--- config.mk ---
export PLATFORM = sky130hd
export DESIGN_NAME = bne_exec
export DESIGN_NICKNAME = d
export VERILOG_FILES = /design/src/rtl/core/bne_pkg.sv /design/src/rtl/core/bne_exec.sv
export SDC_FILE = /design/constraint.sdc
export NUM_CORES = 1
export LEC_CHECK = 0
export BUFFER_PORTS_ARGS = -buffer_cell sky130_fd_sc_hd__buf_2
export CAP_MARGIN = 20
export CELL_PAD_IN_SITES_DETAIL_PLACEMENT = 1
export CELL_PAD_IN_SITES_GLOBAL_PLACEMENT = 1
export CORE_UTILIZATION = 35
export DETAILED_ROUTE_END_ITERATION = 8
export PLACE_DENSITY = 0.91
export SETUP_SLACK_MARGIN = 0.05
export SLEW_MARGIN = 5
export SYNTH_ARGS = -nofsm -noshare
export SYNTH_HDL_FRONTEND = slang
export SYNTH_SLANG_ARGS = --single-unit
--- constraint.sdc ---
create_clock -name clk_i -period 4.3 [get_ports clk_i]
set_input_delay 0.86 -clock clk_i [delete_from_list [all_inputs] [get_ports clk_i]]
set_output_delay 0.86 -clock clk_i [all_outputs]
set_load 0.005 [all_outputs]
--- src/rtl/core/bne_pkg.sv ---
// Package for the boolean netlist evaluator: wire store sizing, item codes
// and the structs passed between the execute stage and the wire memory.
// Depends on nothing; the interfaces, wire memory, execute stage and top level use it.
`default_nettype none

package bne_pkg;

  // Wire store geometry. Wire indexes are 16-bit fields, so the store covers
  // every index that an item can name.
  localparam int unsigned WireIdxW  = 16;
  localparam int unsigned WireCount = 1 << WireIdxW;

  typedef logic [WireIdxW-1:0] wire_idx_t;

  // Action code 3 is unused and falls to the default arm wherever decoded.
  typedef enum logic [1:0] {
    ActLoad = 2'd0,
    ActGate = 2'd1,
    ActRead = 2'd2
  } action_e;

  typedef enum logic [1:0] {
    KindAnd = 2'd0,
    KindOr  = 2'd1,
    KindXor = 2'd2,
    KindInv = 2'd3
  } gate_kind_e;

  typedef struct packed {
    logic [1:0] action;
    logic [1:0] gate_kind;
    wire_idx_t  first_wire;
    wire_idx_t  second_wire;
    wire_idx_t  dest_wire;
    logic       load_value;
  } item_t;

  // One write into the wire memory.
  typedef struct packed {
    logic      en;
    wire_idx_t addr;
    logic      data;
  } wr_t;

endpackage : bne_pkg

`default_nettype wire

--- src/rtl/core/bne_exec.sv ---
// Execute stage: holds the item whose source bits are being read, applies
// the gate, writes the result back and feeds the output register.
// Depends on bne_pkg for the item and write structs and the codes.
`default_nettype none

module bne_exec (
  input  logic               clk_i,
  input  logic               rst_ni,
  input  logic               in_valid_i,
  input  bne_pkg::item_t     item_i,
  output logic               in_ready_o,
  input  logic               rd_data_a_i,
  input  logic               rd_data_b_i,
  output bne_pkg::wr_t       wr_o,
  output logic               out_valid_o,
  input  logic               out_ready_i,
  output logic               wire_value_o
);

  logic           s1_valid_q, s1_valid_d;
  bne_pkg::item_t s1_item_q;
  logic           fwd_a_q, fwd_a_d;
  logic           fwd_b_q, fwd_b_d;
  logic           fwd_bit_q;
  logic           out_valid_q, out_valid_d;
  logic           out_value_q;

  logic in_acc;
  logic advance;
  logic src_a, src_b;
  logic result;
  logic writes;

  assign advance    = s1_valid_q && (!out_valid_q || out_ready_i);
  assign in_ready_o = !s1_valid_q || advance;
  assign in_acc     = in_valid_i && in_ready_o;

  // The memory read for the new item happens at the same edge as this
  // item's write, so a match on the destination is bypassed.
  assign src_a = fwd_a_q ? fwd_bit_q : rd_data_a_i;
  assign src_b = fwd_b_q ? fwd_bit_q : rd_data_b_i;

  always_comb begin
    result = 1'b0;
    writes = 1'b0;
    unique case (bne_pkg::action_e'(s1_item_q.action))
      bne_pkg::ActLoad: begin
        result = s1_item_q.load_value;
        writes = 1'b1;
      end
      bne_pkg::ActGate: begin
        writes = 1'b1;
        unique case (bne_pkg::gate_kind_e'(s1_item_q.gate_kind))
          bne_pkg::KindAnd: result = src_a & src_b;
          bne_pkg::KindOr:  result = src_a | src_b;
          bne_pkg::KindXor: result = src_a ^ src_b;
          bne_pkg::KindInv: result = ~src_a;
          default:          result = 1'b0;
        endcase
      end
      bne_pkg::ActRead: result = src_a;
      default:          result = 1'b0;
    endcase
  end

  assign wr_o.en   = advance && writes;
  assign wr_o.addr = s1_item_q.dest_wire;
  assign wr_o.data = result;

  always_comb begin
    s1_valid_d  = in_acc ? 1'b1 : (advance ? 1'b0 : s1_valid_q);
    fwd_a_d     = in_acc && wr_o.en && (item_i.first_wire == wr_o.addr);
    fwd_b_d     = in_acc && wr_o.en && (item_i.second_wire == wr_o.addr);
    out_valid_d = advance ? 1'b1 : (out_ready_i ? 1'b0 : out_valid_q);
  end

  always_ff @(posedge clk_i or negedge rst_ni) begin
    if (!rst_ni) begin
      s1_valid_q  <= 1'b0;
      out_valid_q <= 1'b0;
    end else begin
      s1_valid_q  <= s1_valid_d;
      out_valid_q <= out_valid_d;
    end
  end

  always_ff @(posedge clk_i) begin
    if (in_acc) begin
      s1_item_q <= item_i;
      fwd_a_q   <= fwd_a_d;
      fwd_b_q   <= fwd_b_d;
      fwd_bit_q <= wr_o.data;
    end
    if (advance) begin
      out_value_q <= result;
    end
  end

  assign out_valid_o  = out_valid_q;
  assign wire_value_o = out_value_q;

endmodule : bne_exec

`default_nettype wire

Word-level counts from Yosys, hierarchy flattened. Index checks and enable logic that the tools add are counted.

Multiplexer cells: 9. Reductions and logical operators: 15. Equality and inequality tests: 7. Bitwise gates (word level): 4.

Operators by type and width (count): 16-bit == test (2); 1-bit two-way mux (7); 2-bit == test, second input constant (3); 1-bit logical AND (6); 2-bit by 1-bit == test with 1-bit output, second input constant (2); 2-bit logical NOT (2); 1-bit case mux with 4 select lines (1); 2-bit nonzero test (2); 1-bit case mux with 3 select lines (1); 1-bit logical NOT (2); 1-bit logical OR (2); 2-bit OR reduction (1); 1-bit AND (1); 1-bit inverter (1); 1-bit OR (1); 1-bit bitwise XOR (1).

Input bits: 59. Logic and storage cells: 45. Output and inout port bits: 21. Flip-flop bits (word level): 27.

Longest topological paths before layout.
Word-level depth: 7. Mapped depth: 7. Mapped depth without buffers: 6.

Worst setup path after synthesis. OpenSTA, ideal clock, no wires.

Kind: input to output. Start point: input rd_data_a_i. End point: output wr_o[0] in the netlist's numbering. Stages: 6. Slack: 1283 ps. Buffers on the path: 1. Arrival time: 2157 ps. Data required time: 3440 ps. Path through: mux2i_1 ha_1 mux4_1 mux2i_1 o21ai_1 buf_4.

Cells in the longest elaborated chain, start to end: 4. Elaborated cells between the ends (all ways): 7. Classes of those cells: 3 x mux; 4 x bitwise.

RTL lines: from (decl) (RTL line bne_exec.sv:12) `input logic rd_data_a_i,`; 1-bit two-way mux (*) (RTL line bne_exec.sv:40) `assign src_a = fwd_a_q ? fwd_bit_q : rd_data_a_i;`; 1-bit bitwise XOR, or another cell as far along (RTL line bne_exec.sv:56) `bne_pkg::KindXor: result = src_a ^ src_b;`; 1-bit case mux with 4 select lines (RTL line bne_exec.sv:53) `unique case (bne_pkg::gate_kind_e'(s1_item_q.gate_kind))`; 1-bit case mux with 3 select lines (*) (RTL line bne_exec.sv:46) `unique case (bne_pkg::action_e'(s1_item_q.action))`; to (decl) (RTL line bne_exec.sv:14) `output bne_pkg::wr_t wr_o,`.

Mark *: on every way between the ends. The rest lies on a longest branch, timed or not.

==> results.json <==
{
  "status": "finished, final reports clean",
  "hold_viol": 0,
  "worstPathMaxFanout": 4,
  "ir_worst_vdd_mv": 0.258,
  "ys.flop_type": "edfxtp_1",
  "cts-root-buf": "clkbuf_8",
  "power_mw": 0.560,
  "grt_pass1_vias": 1081,
  "grt_max_degree": 25,
  "period_share_pct": 76.9,
  "vias": 990,
  "period_needed_ns": 3.31,
  "die_x_um": 66.1,
  "yosysMostFrequentCell": "xor2_1",
  "netlist_area_um2": 1440,
  "crit_arrival_ns": 2.45,
  "portBuffers": 79,
  "crit_slowest_cell": "mux4_1",
  "hp-class": "in -> async",
  "h-tree-depth": 1,
  "relSlewSlack_pct": 72.2,
  "p_per_area_nw_per_um2": 306,
  "final.setup_skew_ns": 0.00632,
  "gp_congestion": 0.799,
  "maxSlewViolCount": 0,
  "track_usage_pct": 15.9,
  "synth-edff-count": 25,
  "row_count": 22,
  "drc": 0,
  "clock.fmax_ghz": 0.302,
  "gr-total-overflow": 0,
  "dr.pass1.iters": 4,
  "clk_pin_slew_ns": 0.09,
  "synth_area_leaders": "edfxtp_1 52%, xor2_1 20%, buf_4 8.9%, dfrtp_1 3.5%, nor4_1 3.5%",
  "cts_tree": "built",
  "die_h_um": 66.1,
  "io_pins": 80,
  "critPathMaxStageDelay_ns": 0.51,
  "drive_above_1_share_pct": 47.7,
  "crit_required_ns": 3.44,
  "startpoint_type": "input port",
  "nNetsFinal": 238,
  "ys_ff_latch": 27,
  "synth_top_area_share_pct": 52.3,
  "cts.sinks": 27,
  "cts_buffers": 3,
  "clock_tree.buffer_depth": 2,
  "ctsHoldBuffers": 0,
  "vias_per_cell": 4.42,
  "setup_tns_ns": 0,
  "post_cts_buffers": 0,
  "syn_inst": 109,
  "start_util_pct": 37.8,
  "worst_slew_pin_slew_ns": 0.416,
  "synthTopCellsByCount": "32 x xor2_1, 25 x edfxtp_1, 17 x buf_4",
  "dp_hpwl_um": 2570,
  "crit_family": "multiplexers",
  "synth_nets": 170,
  "synthToLayoutAreaGrowth_pct": 27.3,
  "p_leak_nw": 0.825,
  "end_kind": "output pin",
  "drv_cap": 0,
  "ant_nets": 0,
  "synth_warnings": 0,
  "coreArea_um2": 3800,
  "synth.largest_area_cell": "edfxtp_1",
  "antenna_found_initial": 0,
  "rsz0062_at_grt": "false",
  "diodes": 0,
  "clk_latency_ns": 0.27,
  "seq_area_frac_synth_pct": 55.7,
  "path_buf_inv": 2,
  "drtIter0Drc": 10,
  "routedWlPerCell_um": 13.8,
  "synth.avg_cell_area_um2": 13.2,
  "setup_viol_count_final": 0,
  "post_cts_resized": 0,
  "yosys.cell_types.count": 17,
  "dieArea_um2": 4360,
  "routed_wl_um": 3100,
  "async_reset_ff_share_pct": 7.41,
  "crit_chain": "buf_2 -> mux2i_1 -> ha_1 -> mux4_1 -> mux2i_1 -> o21ai_1 -> buf_2",
  "worstSetupPathType": "in -> out",
  "grt_pass1_wl_um": 4960
}
-- path summary, 6_finish.rpt --
path / from / slack (ns) / cells after the start / endpoint
worst min register to register: s1_valid_q / 0.52 / 1 / out_valid_o
worst min-delay path: rst_ni / 0.35 / 1 / out_valid_o
min in group clk_i: s1_valid_q / 0.52 / 1 / out_valid_o
worst max register to register: fwd_a_q / 2.25 / 5 / fwd_bit_q
worst max-delay path: rd_data_a_i / 0.99 / 7 / wr_o[0]
max in group asynchronous: rst_ni / 3.85 / 1 / s1_valid_q
-- worst register-to-register path, delay by kind of cell (launching register included) --
kind | cells | cell delay (ns)
muxes | 3 | 0.99
DFF | 1 | 0.41
adders and majority gates | 1 | 0.30
AOI/OAI and AO/OA | 1 | 0.11
-- final cells by class --
class | count | area (µm²)
Tap cell | 48 | 60.1
Timing Repair Buffer | 80 | 410
Clock inverter | 1 | 7.51
Inverter | 3 | 11.3
Multi-Input combinational cell | 62 | 497
Sequential cell | 27 | 801
Clock buffer | 3 | 41.3
Fill cell | 454 | 1970
-- registers in the layout, summed over array words and instances, names as in the netlist --
register      flops
wr_o             16
fwd_b_q           1
wire_value_o      1
fwd_a_q           1
s1_item_q         5
s1_valid_q        1
out_valid_o       1
fwd_bit_q         1
-- where the power goes --
part           total (mW)  internal, mW  leakage (nW)  switching (mW)
combinational      0.0940        0.0514         0.541          0.0426
clock               0.144        0.0657        0.0217          0.0787
sequential          0.322         0.308         0.263          0.0135
total               0.560         0.425         0.825           0.135
-- cells by family after synthesis --
logic type               Yosys count  share of synthesized area, %
AND/OR/NAND/NOR                   23                          9.06
adder cells (fa/ha/maj)            2                          1.74
XOR/XNOR                          32                          19.5
multiplexers                       4                          3.92
flip-flops                        27                          55.7
AO/OA/AOI/OAI                      1                         0.348
buffers and inverters             20                          9.67
-- routing by layer --
metal / part of all wire, % / wire [µm] / track usage [%] / vias to the layer above
met4: 0.74 / 23 / 2.66 / 0
li1: - / - / - / 495
met1: 42 / 1290 / 16.8 / 454
met5: 0 / 0 / 0 / -
met3: 5.8 / 181 / 5.34 / 2
met2: 52 / 1600 / 30.4 / 39
-- stage by stage --
step	worst slack [ns]	hold slack, ns	util (%)	std cells	area, µm²
final	0.994	0.352	48.1	224	1830
after global routing	0.897	0.329	48.1	224	1830
after CTS	0.974	0.340	47.7	223	1810
after detailed placement	0.984	0.494	46.4	219	1760
after global placement	1.09	0.495	46.4	219	1760
after floorplan	1.28	0.462	-	109	1440
-- cell usage in the layout (no fill, tap or decap), drive strengths merged --
cell / n
inv: 3
nor2b: 1
and2: 2
buf: 80
nor2: 3
nor3b: 1
nand2: 3
nand2b: 3
clkinvlp: 1
o21ai: 1
dfrtp: 2
ha: 2
mux4: 1
edfxtp: 25
clkbuf: 3
mux2i: 3
xor2: 32
nand4: 2
nor4: 8
Note: power is estimated with default switching activity, not from simulation.
